<file path="src/rtl/dscr_pkg.sv">
// Shared types and constants for the dual serial channel register block.
// No dependencies; every other file but dscr_if imports this package.
`default_nettype none

package dscr_pkg;

  // Raw opcode encodings of the input item
  localparam logic [2:0] OPC_READ   = 3'd0;
  localparam logic [2:0] OPC_WRITE  = 3'd1;
  localparam logic [2:0] OPC_ARRIVE = 3'd2;
  localparam logic [2:0] OPC_SLOT   = 3'd3;
  localparam logic [2:0] OPC_ACK    = 3'd4;

  // Decoded operation handed from controller to datapath
  typedef enum logic [2:0] {
    OP_READ,
    OP_WRITE,
    OP_ARRIVE,
    OP_SLOT,
    OP_ACK,
    OP_NOP
  } op_e;

  typedef enum logic {
    OUT_EMPTY,
    OUT_FULL
  } ostate_e;

  // Control register pointer
  localparam int unsigned REG_PTR_W = 3;
  localparam logic [REG_PTR_W-1:0] REG_CMD  = 3'd0;
  localparam logic [REG_PTR_W-1:0] REG_RIE  = 3'd1;
  localparam logic [REG_PTR_W-1:0] REG_VEC  = 3'd2;
  localparam logic [REG_PTR_W-1:0] REG_RXEN = 3'd3;
  localparam logic [REG_PTR_W-1:0] REG_TXEN = 3'd5;

  // Register 0 commands, data[5:3]
  localparam logic [2:0] CMD_CLR_PEND = 3'd2;
  localparam logic [2:0] CMD_CH_RESET = 3'd3;

  // Register 1 receive interrupt field, data[4:3]
  localparam logic [1:0] RIE_OFF = 2'd0;
  localparam logic [1:0] RIE_ON  = 2'd3;

  // Byte returned on an empty data read or a high status pointer
  localparam logic [7:0] READ_FILL = 8'h55;

  typedef struct packed {
    logic exec;
    op_e  op;
  } cmd_t;

  typedef struct packed {
    logic [7:0] read_data;
    logic [7:0] tx_byte;
    logic       tx_valid;
    logic       rx_accepted;
    logic       irq_request;
    logic [7:0] irq_vector;
    logic       irq_pending;
  } res_t;

endpackage

`default_nettype wire

</file>
<file path="src/rtl/dscr_if.sv">
// Valid/ready channel interfaces for the input item and the result beat.
// Standalone; used by the top level, the checker and the testbench.
`default_nettype none

interface dscr_in_if;
  logic       valid;
  logic       ready;
  logic [2:0] opcode;
  logic [1:0] bus_address;
  logic       channel_select;
  logic [7:0] data;

  modport source (output valid, opcode, bus_address, channel_select, data, input ready);
  modport sink (input valid, opcode, bus_address, channel_select, data, output ready);
endinterface

interface dscr_out_if;
  logic       valid;
  logic       ready;
  logic [7:0] read_data;
  logic [7:0] tx_byte;
  logic       tx_valid;
  logic       rx_accepted;
  logic       irq_request;
  logic [7:0] irq_vector;
  logic       irq_pending;

  modport source (output valid, read_data, tx_byte, tx_valid, rx_accepted, irq_request,
                  irq_vector, irq_pending, input ready);
  modport sink (input valid, read_data, tx_byte, tx_valid, rx_accepted, irq_request,
                irq_vector, irq_pending, output ready);
endinterface

`default_nettype wire

</file>
<file path="src/rtl/dscr_ctrl.sv">
// Controller: decodes the opcode, issues one execute command per beat and
// tracks occupancy of the result register. Depends on dscr_pkg.
`default_nettype none

module dscr_ctrl
  import dscr_pkg::*;
(
  input  wire logic       clk_i,
  input  wire logic       rst_ni,
  input  wire logic       in_valid_i,
  input  wire logic [2:0] opcode_i,
  input  wire logic       out_ready_i,
  output logic            in_ready_o,
  output logic            out_valid_o,
  output cmd_t            cmd_o
);

  ostate_e state_q, state_d;

  always_ff @(posedge clk_i or negedge rst_ni) begin
    if (!rst_ni) begin
      state_q <= OUT_EMPTY;
    end else begin
      state_q <= state_d;
    end
  end

  always_comb begin
    out_valid_o = (state_q == OUT_FULL);
    // Take a new beat when the result slot is free or drains this cycle
    in_ready_o  = (state_q == OUT_EMPTY) || out_ready_i;
    cmd_o.exec  = in_valid_i && in_ready_o;
    unique case (opcode_i)
      OPC_READ:   cmd_o.op = OP_READ;
      OPC_WRITE:  cmd_o.op = OP_WRITE;
      OPC_ARRIVE: cmd_o.op = OP_ARRIVE;
      OPC_SLOT:   cmd_o.op = OP_SLOT;
      OPC_ACK:    cmd_o.op = OP_ACK;
      default:    cmd_o.op = OP_NOP;
    endcase
    state_d = state_q;
    unique case (state_q)
      OUT_EMPTY: begin
        if (cmd_o.exec) state_d = OUT_FULL;
      end
      OUT_FULL: begin
        if (out_ready_i && !cmd_o.exec) state_d = OUT_EMPTY;
      end
      default: state_d = OUT_EMPTY;
    endcase
  end

  // A new result never lands on one that is still waiting
  assert property (@(posedge clk_i) disable iff (!rst_ni)
    cmd_o.exec |-> (state_q == OUT_EMPTY || out_ready_i))
    else $error("result overwritten before taken");

  // After an execute the result register is occupied
  assert property (@(posedge clk_i) disable iff (!rst_ni)
    cmd_o.exec |=> out_valid_o)
    else $error("result lost after execute");

endmodule

`default_nettype wire

</file>
<file path="src/rtl/dscr_datapath.sv">
// Datapath: per-channel FIFOs, control registers, shared vector and
// pending flag, and the result register. Depends on dscr_pkg.
`default_nettype none

module dscr_datapath
  import dscr_pkg::*;
#(
  parameter int unsigned FIFO_DEPTH = 3
) (
  input  wire logic       clk_i,
  input  wire logic       rst_ni,
  input  wire cmd_t       cmd_i,
  input  wire logic [1:0] bus_address_i,
  input  wire logic       channel_select_i,
  input  wire logic [7:0] data_i,
  output res_t            res_o
);

  localparam int unsigned PtrW = (FIFO_DEPTH > 1) ? $clog2(FIFO_DEPTH) : 1;
  localparam int unsigned CntW = $clog2(FIFO_DEPTH + 1);
  localparam int unsigned SumW = CntW + 1;
  localparam logic [CntW-1:0] CntFull = CntW'(FIFO_DEPTH);
  localparam logic [PtrW-1:0] HeadLast = PtrW'(FIFO_DEPTH - 1);
  localparam logic [SumW-1:0] SumWrap = SumW'(FIFO_DEPTH);

  logic [7:0] rx_mem [2][FIFO_DEPTH];
  logic [7:0] tx_mem [2][FIFO_DEPTH];

  logic [PtrW-1:0]      rx_head_q [2], rx_head_d [2];
  logic [CntW-1:0]      rx_cnt_q  [2], rx_cnt_d  [2];
  logic [PtrW-1:0]      tx_head_q [2], tx_head_d [2];
  logic [CntW-1:0]      tx_cnt_q  [2], tx_cnt_d  [2];
  logic [REG_PTR_W-1:0] ptr_q     [2], ptr_d     [2];
  logic [1:0]           char_av_q, char_av_d;
  logic [1:0]           rx_en_q, rx_en_d;
  logic [1:0]           tx_en_q, tx_en_d;
  logic [1:0]           rie_q, rie_d;
  logic [7:0]           vector_q, vector_d;
  logic                 pending_q, pending_d;
  res_t                 res_q, res_d;

  logic            ch;
  logic            is_ctrl;
  logic [SumW-1:0] rx_sum, tx_sum;
  logic [PtrW-1:0] rx_slot, tx_slot;
  logic            rx_we, tx_we;

  always_comb begin
    rx_head_d = rx_head_q;
    rx_cnt_d  = rx_cnt_q;
    tx_head_d = tx_head_q;
    tx_cnt_d  = tx_cnt_q;
    ptr_d     = ptr_q;
    char_av_d = char_av_q;
    rx_en_d   = rx_en_q;
    tx_en_d   = tx_en_q;
    rie_d     = rie_q;
    vector_d  = vector_q;
    pending_d = pending_q;
    rx_we     = 1'b0;
    tx_we     = 1'b0;
    res_d     = '0;

    ch      = (cmd_i.op == OP_ARRIVE || cmd_i.op == OP_SLOT) ? channel_select_i
                                                              : bus_address_i[1];
    is_ctrl = bus_address_i[0];

    // Tail slot = head + count, wrapped once
    rx_sum = SumW'(rx_head_q[ch]) + SumW'(rx_cnt_q[ch]);
    if (rx_sum >= SumWrap) rx_sum = rx_sum - SumWrap;
    rx_slot = rx_sum[PtrW-1:0];
    tx_sum = SumW'(tx_head_q[ch]) + SumW'(tx_cnt_q[ch]);
    if (tx_sum >= SumWrap) tx_sum = tx_sum - SumWrap;
    tx_slot = tx_sum[PtrW-1:0];

    if (cmd_i.exec) begin
      unique case (cmd_i.op)
        OP_READ: begin
          if (is_ctrl) begin
            if (ptr_q[ch] == REG_CMD) begin
              res_d.read_data = {7'd0, char_av_q[ch]};
            end else if (ptr_q[ch] == REG_RIE || ptr_q[ch] == REG_VEC) begin
              res_d.read_data = 8'd0;
            end else begin
              res_d.read_data = READ_FILL;
            end
          end else if (rx_cnt_q[ch] == '0) begin
            res_d.read_data = READ_FILL;
          end else begin
            res_d.read_data = rx_mem[ch][rx_head_q[ch]];
            rx_head_d[ch] = (rx_head_q[ch] == HeadLast) ? '0 : rx_head_q[ch] + 1'b1;
            rx_cnt_d[ch]  = rx_cnt_q[ch] - 1'b1;
            if (rx_cnt_q[ch] == CntW'(1)) char_av_d[ch] = 1'b0;
          end
        end
        OP_WRITE: begin
          if (is_ctrl) begin
            case (ptr_q[ch])
              REG_CMD: begin
                if (data_i[5:3] == CMD_CLR_PEND) begin
                  pending_d = 1'b0;
                end else if (data_i[5:3] == CMD_CH_RESET) begin
                  rx_head_d[ch] = '0;
                  rx_cnt_d[ch]  = '0;
                  tx_head_d[ch] = '0;
                  tx_cnt_d[ch]  = '0;
                  char_av_d[ch] = 1'b0;
                  rx_en_d[ch]   = 1'b0;
                  tx_en_d[ch]   = 1'b0;
                  rie_d[ch]     = 1'b0;
                end
              end
              REG_RIE: begin
                if (data_i[4:3] == RIE_OFF) rie_d[ch] = 1'b0;
                else if (data_i[4:3] == RIE_ON) rie_d[ch] = 1'b1;
              end
              REG_VEC:  vector_d = data_i;
              REG_RXEN: rx_en_d[ch] = data_i[0];
              REG_TXEN: tx_en_d[ch] = data_i[3];
              default: ;
            endcase
            // Pointer 0 loads the next pointer; any other register returns to 0
            ptr_d[ch] = (ptr_q[ch] == REG_CMD) ? data_i[2:0] : REG_CMD;
          end else if (tx_cnt_q[ch] != CntFull) begin
            tx_we        = 1'b1;
            tx_cnt_d[ch] = tx_cnt_q[ch] + 1'b1;
          end
        end
        OP_ARRIVE: begin
          if (rx_cnt_q[ch] != CntFull) begin
            res_d.rx_accepted = 1'b1;
            if (rx_en_q[ch]) begin
              rx_we         = 1'b1;
              rx_cnt_d[ch]  = rx_cnt_q[ch] + 1'b1;
              char_av_d[ch] = 1'b1;
              if (rie_q[ch]) begin
                res_d.irq_request = !pending_q;
                pending_d = 1'b1;
              end
            end
          end
        end
        OP_SLOT: begin
          if (tx_en_q[ch] && tx_cnt_q[ch] != '0) begin
            res_d.tx_byte  = tx_mem[ch][tx_head_q[ch]];
            res_d.tx_valid = 1'b1;
            tx_head_d[ch]  = (tx_head_q[ch] == HeadLast) ? '0 : tx_head_q[ch] + 1'b1;
            tx_cnt_d[ch]   = tx_cnt_q[ch] - 1'b1;
          end
        end
        OP_ACK:  pending_d = 1'b0;
        OP_NOP:  ;
        default: ;
      endcase
    end

    res_d.irq_vector  = vector_d;
    res_d.irq_pending = pending_d;
  end

  always_ff @(posedge clk_i or negedge rst_ni) begin
    if (!rst_ni) begin
      rx_head_q <= '{default: '0};
      rx_cnt_q  <= '{default: '0};
      tx_head_q <= '{default: '0};
      tx_cnt_q  <= '{default: '0};
      ptr_q     <= '{default: '0};
      char_av_q <= '0;
      rx_en_q   <= '0;
      tx_en_q   <= '0;
      rie_q     <= '0;
      vector_q  <= '0;
      pending_q <= 1'b0;
    end else begin
      rx_head_q <= rx_head_d;
      rx_cnt_q  <= rx_cnt_d;
      tx_head_q <= tx_head_d;
      tx_cnt_q  <= tx_cnt_d;
      ptr_q     <= ptr_d;
      char_av_q <= char_av_d;
      rx_en_q   <= rx_en_d;
      tx_en_q   <= tx_en_d;
      rie_q     <= rie_d;
      vector_q  <= vector_d;
      pending_q <= pending_d;
    end
  end

  // Result register holds payload only
  always_ff @(posedge clk_i) begin
    if (cmd_i.exec) res_q <= res_d;
  end

  always_ff @(posedge clk_i) begin
    if (rx_we) rx_mem[ch][rx_slot] <= data_i;
    if (tx_we) tx_mem[ch][tx_slot] <= data_i;
  end

  assign res_o = res_q;

  for (genvar c = 0; c < 2; c++) begin : g_chk
    // Character-available flag tracks a non-empty receive FIFO
    assert property (@(posedge clk_i) disable iff (!rst_ni)
      char_av_q[c] == (rx_cnt_q[c] != '0))
      else $error("char available out of step with receive count");

    assert property (@(posedge clk_i) disable iff (!rst_ni)
      rx_cnt_q[c] <= CntFull && tx_cnt_q[c] <= CntFull)
      else $error("FIFO count beyond depth");
  end

  // A new request always leaves the pending flag set
  assert property (@(posedge clk_i) disable iff (!rst_ni)
    cmd_i.exec && res_d.irq_request |=> pending_q && res_q.irq_pending)
    else $error("interrupt request without pending flag");

endmodule

`default_nettype wire

</file>
<file path="src/rtl/dual_serial_channel_registers.sv">
// Top level of the dual serial channel register block.
// Depends on dscr_pkg, dscr_if, dscr_ctrl and dscr_datapath.
`default_nettype none

//  channel  dir  handshake          payload
//  in_i     in   valid/ready        opcode, bus_address, channel_select, data
//  out_o    out  valid/ready        read_data, tx_byte, tx_valid, rx_accepted,
//                                   irq_request, irq_vector, irq_pending
//
//  Every beat executes in the cycle it is accepted: one beat per cycle while the
//  output does not stall, the result showing in the output register in the next cycle.
//  The single output register sets the rate: a new beat is taken while the
//  previous result drains in the same cycle, and held off while it stalls.
//  Reset clears pointers, counts, enables, vector and pending flag at once;
//  FIFO storage is not cleared and needs no clearing pass.

module dual_serial_channel_registers
  import dscr_pkg::*;
#(
  parameter int unsigned FIFO_DEPTH = 3
) (
  input wire logic clk_i,
  input wire logic rst_ni,
  dscr_in_if.sink    in_i,
  dscr_out_if.source out_o
);

  cmd_t cmd;
  res_t res;
  logic in_ready;
  logic out_valid;

  // Controller: accept beats and track the result register
  dscr_ctrl u_ctrl (
    .clk_i       (clk_i),
    .rst_ni      (rst_ni),
    .in_valid_i  (in_i.valid),
    .opcode_i    (in_i.opcode),
    .out_ready_i (out_o.ready),
    .in_ready_o  (in_ready),
    .out_valid_o (out_valid),
    .cmd_o       (cmd)
  );

  // Datapath: FIFOs, channel registers and result register
  dscr_datapath #(
    .FIFO_DEPTH (FIFO_DEPTH)
  ) u_datapath (
    .clk_i            (clk_i),
    .rst_ni           (rst_ni),
    .cmd_i            (cmd),
    .bus_address_i    (in_i.bus_address),
    .channel_select_i (in_i.channel_select),
    .data_i           (in_i.data),
    .res_o            (res)
  );

  assign in_i.ready        = in_ready;
  assign out_o.valid       = out_valid;
  assign out_o.read_data   = res.read_data;
  assign out_o.tx_byte     = res.tx_byte;
  assign out_o.tx_valid    = res.tx_valid;
  assign out_o.rx_accepted = res.rx_accepted;
  assign out_o.irq_request = res.irq_request;
  assign out_o.irq_vector  = res.irq_vector;
  assign out_o.irq_pending = res.irq_pending;

endmodule

`default_nettype wire

</file>
<file path="src/flat_wrapper.sv">
// flat-port wrapper written by rule: the top's interface ports become plain ports
module dual_serial_channel_registers_flat import dscr_pkg::*;
#(
  parameter int unsigned FIFO_DEPTH = 3
)
  (clk_i, rst_ni, in_i_valid, in_i_opcode, in_i_bus_address, in_i_channel_select, in_i_data, in_i_ready, out_o_valid, out_o_read_data, out_o_tx_byte, out_o_tx_valid, out_o_rx_accepted, out_o_irq_request, out_o_irq_vector, out_o_irq_pending, out_o_ready);
  dscr_in_if in_i_i ();
  dscr_out_if out_o_i ();
  input wire logic clk_i;
  input wire logic rst_ni;
  input wire logic [$bits(in_i_i.valid)-1:0] in_i_valid;
  input wire logic [$bits(in_i_i.opcode)-1:0] in_i_opcode;
  input wire logic [$bits(in_i_i.bus_address)-1:0] in_i_bus_address;
  input wire logic [$bits(in_i_i.channel_select)-1:0] in_i_channel_select;
  input wire logic [$bits(in_i_i.data)-1:0] in_i_data;
  output wire logic [$bits(in_i_i.ready)-1:0] in_i_ready;
  output wire logic [$bits(out_o_i.valid)-1:0] out_o_valid;
  output wire logic [$bits(out_o_i.read_data)-1:0] out_o_read_data;
  output wire logic [$bits(out_o_i.tx_byte)-1:0] out_o_tx_byte;
  output wire logic [$bits(out_o_i.tx_valid)-1:0] out_o_tx_valid;
  output wire logic [$bits(out_o_i.rx_accepted)-1:0] out_o_rx_accepted;
  output wire logic [$bits(out_o_i.irq_request)-1:0] out_o_irq_request;
  output wire logic [$bits(out_o_i.irq_vector)-1:0] out_o_irq_vector;
  output wire logic [$bits(out_o_i.irq_pending)-1:0] out_o_irq_pending;
  input wire logic [$bits(out_o_i.ready)-1:0] out_o_ready;
  assign in_i_i.valid = in_i_valid;
  assign in_i_i.opcode = in_i_opcode;
  assign in_i_i.bus_address = in_i_bus_address;
  assign in_i_i.channel_select = in_i_channel_select;
  assign in_i_i.data = in_i_data;
  assign in_i_ready = in_i_i.ready;
  assign out_o_valid = out_o_i.valid;
  assign out_o_read_data = out_o_i.read_data;
  assign out_o_tx_byte = out_o_i.tx_byte;
  assign out_o_tx_valid = out_o_i.tx_valid;
  assign out_o_rx_accepted = out_o_i.rx_accepted;
  assign out_o_irq_request = out_o_i.irq_request;
  assign out_o_irq_vector = out_o_i.irq_vector;
  assign out_o_irq_pending = out_o_i.irq_pending;
  assign out_o_i.ready = out_o_ready;
  dual_serial_channel_registers #(.FIFO_DEPTH(FIFO_DEPTH)) u_core (.clk_i(clk_i), .rst_ni(rst_ni), .in_i(in_i_i), .out_o(out_o_i));
endmodule
</file>
<file path="config.mk">
export PLATFORM = sky130hd
export DESIGN_NAME = dual_serial_channel_registers_flat
export DESIGN_NICKNAME = d
export VERILOG_FILES = /design/src/rtl/dscr_pkg.sv /design/src/rtl/dscr_if.sv /design/src/rtl/dscr_ctrl.sv /design/src/rtl/dscr_datapath.sv /design/src/rtl/dual_serial_channel_registers.sv /design/src/flat_wrapper.sv
export SDC_FILE = /design/constraint.sdc
export NUM_CORES = 1
export LEC_CHECK = 0
export BUFFER_PORTS_ARGS = -buffer_cell sky130_fd_sc_hd__buf_2
export CORE_ASPECT_RATIO = 1.4
export CORE_MARGIN = 10
export CORE_UTILIZATION = 34
export DETAILED_ROUTE_END_ITERATION = 8
export PLACE_DENSITY = 0.46
export RECOVER_POWER = 100
export SLEW_MARGIN = 20
export SYNTH_ARGS = -nofsm -noshare
export SYNTH_HDL_FRONTEND = slang
export SYNTH_HIERARCHICAL = 1
export SYNTH_SLANG_ARGS = --single-unit
</file>
<file path="constraint.sdc">
create_clock -name clk_i -period 4.2 [get_ports clk_i]
set_clock_uncertainty 0.15 [all_clocks]
set_input_delay 0.42 -clock clk_i [delete_from_list [all_inputs] [get_ports clk_i]]
set_output_delay 0.42 -clock clk_i [all_outputs]
set_load 0.02 [all_outputs]
</file>
==> metrics <==
Pre-antenna DRT Iters=5; final hold vios=0; DR WL/cell=between 20 and 25 um; number of vias per cell=5.246; CTS tree=done; share of cells above drive strength 1=roughly an eighth; fin cells=between 900 and 1000; achievable frequency=between 0.2 and 0.3 GHz; post-synthesis mux area share=about 9%; die footprint=around 29000 um^2; cell internal pwr=between 0.003 and 0.004 W; routability cong.=0.8382; die width=~150 um; first-pass GRT wire length=~31000 um; largest area contributor in the netlist=edfxtp_1; Storage cell area=4725 um^2; worst-case vdd ir drop=between 0.3 and 0.4 mV; Layout Area Growth over Synthesis=14.50%; Commonest cells post-synth=edfxtp_1 (124), nand2_1 (53), nor2_1 (42), dfrtp_1 (40), o21ai_0 (32); Overflow after GRT=0; core area=roughly 22000 um^2; Detail Route Antenna Nets=0; EDFF count, synth=~120; Starting Density=34.65%; clk_lat worst skew=~430 ps; register bit total from synthesis=around 160; port bufs=47; Core Util, Final=about two fifths; top post-synthesis cells by area=edfxtp_1 (49%), dfrtp_1 (13%), mux2i_1 (3.7%); Psw=approximately 0.0013 W; row count=64; fillers=around 2100; XOR/XNOR Fraction of Synth Area=less than 1%; clock power share=between 30% and 40%; main flop type after synthesis=edfxtp_1; largest family of logic cells by synthesized area=compound AO/OA/AOI/OAI gates; PD cells=approximately 500 nW/um^2; Setup crit end kind=flip-flop; # setup viols final=0; crit start category=primary input; worst-case clock buffer depth=2; die height=196.6 um; Multi-input gate area=between 2000 and 3000 um^2; post-synthesis simple-gate area fraction=11.40%; Overall Power=0.004395 W; crit path cell chain=clkbuf_1 -> nor2b_1 -> nand2b_4 -> mux2i_4 -> buf_12 -> mux2i_1 -> inv_1 -> ha_1 -> fa_1 -> ha_1 -> nor3_1 -> mux2_2 -> nor2_1 -> clkbuf_1; mapped cell area=roughly 7600 um^2; RSZ-0062 raised after global routing=false; total track usage=13.90%; estimated wirelength of the detail-placed design=between 10000 and 15000 um; Clk pin slew, worst setup/hold paths=roughly 60 ps; H-Tree Depth=4; drt first-iter violations=between 400 and 500; Synth Area in Compound Gates=12.26%; DRC=0; min Tclk post-route=around 3800 ps; syn nets=~620; CTS Hold Bufs=0; synthesis warning total=6; Top Ports=48; cell family with the largest share of critical-path delay=adder cells; failing checks=max-capacitance violations, max-slew violations; Slowest Stage Delay on Critical Path=roughly 500 ps; Yosys top cell area share=about 49%; final wirelength=20110 um; largest net degree at the start of global routing=41; Sum Neg Setup Slack=0 ps; Post-Synthesis Cells=roughly 600; Final Max Tran Viols=between 40 and 50; switching share of total power=slightly above 30%; WP data arrival=between 3000 and 4000 ps; CP max FO=26; slowest cell on the critical path=fa_1; vias in the first global route=5178; Seq pwr share=44.9%; Setup Fix Bufs, Post-CTS=0; initial antenna violation count=0; Synth Area in Adders=between 2 and 2.5%; CTS root buffer=clkbuf_16; via count=just over 5000; Worst Hold Class=primary input to flip-flop; Max-slew headroom=-65.80%; Yosys cell types=66; Avg Cell Area, Syn=roughly 13 um^2; Lkg Pwr=roughly 3.1 nW; CP Data Required Time=4120 ps; Final period util=roughly nine tenths; Synth async-reset ratio=between 20% and 30%; cell with the most instances after synthesis=edfxtp_1; measured slew at the worst slew-check pin=about 2500 ps; cts bufs inserted=17; number of clock sinks=~160; nets=approximately 680; status=finished, violations left; n_diodes=0; post-synthesis sequential area ratio=between 60 and 70%; Placed Cells=930; Comb pwr share=20.7%; kind of critical path=primary input to flip-flop; number of max-cap violations=1; # resized after CTS=0; buffers plus inverters on the worst setup path=4
[cells in the final DEF, fill, tap and decap left out, types with 4 or more instances in the layout]
cell / Yosys / final
nor2b_1: 12 / 12
clkbuf_16: 0 / 17
nand3_1: 16 / 16
dfrtp_1: 40 / 40
nor3_1: 19 / 19
buf_4: 1 / 13
a31oi_1: 9 / 9
nand2_1: 53 / 53
nor4_1: 3 / 4
o41ai_1: 4 / 4
inv_6: 0 / 7
a21oi_1: 25 / 25
nor2_1: 42 / 40
clkbuf_1: 18 / 50
a311oi_1: 6 / 6
a211oi_1: 4 / 5
inv_1: 16 / 17
mux2i_1: 28 / 28
nand2b_1: 4 / 4
o31ai_1: 9 / 9
nor3b_1: 5 / 5
mux2_1: 4 / 7
a221oi_1: 6 / 6
edfxtp_1: 124 / 124
mux2_2: 19 / 18
buf_2: 8 / 7
o21ai_0: 32 / 32
o22a_1: 5 / 5
a22o_1: 8 / 8
ha_1: 9 / 9
[per-stage QoR]
step	setup WS, ps	instance area (um^2)	hold WS [ps]
after floorplan	-17.78	7580	-25.59
after global placement	94.78	8234	325.7
after detailed placement	4.299	8234	330.1
after CTS	447.9	8801	31.90
after global routing	126.4	8673	55.94
final	353.8	8673	45.06
[path summary, 6_finish.rpt]
kind / start / endpoint / slack, ps / cells after the start
worst max-delay path: in_i_opcode[2] / u_core/u_datapath/rx_mem[1][16]$_DFFE_PP_ / 350 / 14
worst min-delay path: in_i_valid / u_core/u_ctrl/out_valid_o$_DFF_PN0_ / 50 / 2
worst max register to register: u_core/u_ctrl/out_valid_o$_DFF_PN0_ / u_core/u_datapath/rx_mem[0][13]$_DFFE_PP_ / 480 / 8
worst min register to register: u_core/u_datapath/vector_q[5]$_DFF_PN0_ / u_core/u_datapath/vector_q[5]$_DFF_PN0_ / 350 / 1
max in group asynchronous: rst_ni / u_core/u_datapath/vector_q[1]$_DFF_PN0_ / 1330 / 2
min in group asynchronous: rst_ni / u_core/u_datapath/tx_cnt_q[0]$_DFFE_PN0P_ / 1160 / 2
[power groups by stage]
stage	sequential, W	clock (W)	combinational, W
after floorplan	0.00196	0	0.000679
after global placement	0.00201	0	0.000907
after detailed placement	0.00200	0	0.000924
after CTS	0.00197	0.00155	0.000928
after global routing	0.00199	0.00161	0.00101
final	0.00197	0.00151	0.000909
[flip-flops by register name, indices dropped and copies added, names as in the netlist, 2 cells and up, named ones only]
register / cells
u_core/u_datapath/tx_mem: 48
u_core/u_datapath/res_o: 28
u_core/u_datapath/rx_head_q: 4
u_core/u_datapath/rx_mem: 48
u_core/u_datapath/tx_en_q: 2
u_core/u_datapath/rx_en_q: 2
u_core/u_datapath/rx_cnt_q: 4
u_core/u_datapath/tx_cnt_q: 4
u_core/u_datapath/vector_q: 8
u_core/u_datapath/tx_head_q: 4
u_core/u_datapath/ptr_q: 6
[layout make-up]
type                       count  area share, %
clock buffer                  17          4.905
clock inverter                15          1.630
inverter                      19         0.8223
multi-input combinational    379          29.85
sequential                   164          54.47
tap                          297          4.284
timing repair buffer          72          4.039
[metal layers]
layer | vias to the layer above | wire length, um | global-route usage [%]
met3 | 22 | 820 | 3.049
met4 | 0 | 403 | 5.463
met1 | 2525 | 8768 | 16.87
met5 | - | 0 | 0
li1 | 2370 | - | -
met2 | 135 | 10120 | 23.56
[cell families (layout without fill, tap and decap cells)]
logic type,Yosys count,in the layout
simple gates,175,175
fa+ha+maj,11,11
xor+xnor,1,1
compound gates,133,133
flops,164,164
mux,59,59
buf+inv,50,123
(Power assumes the default switching activity.)
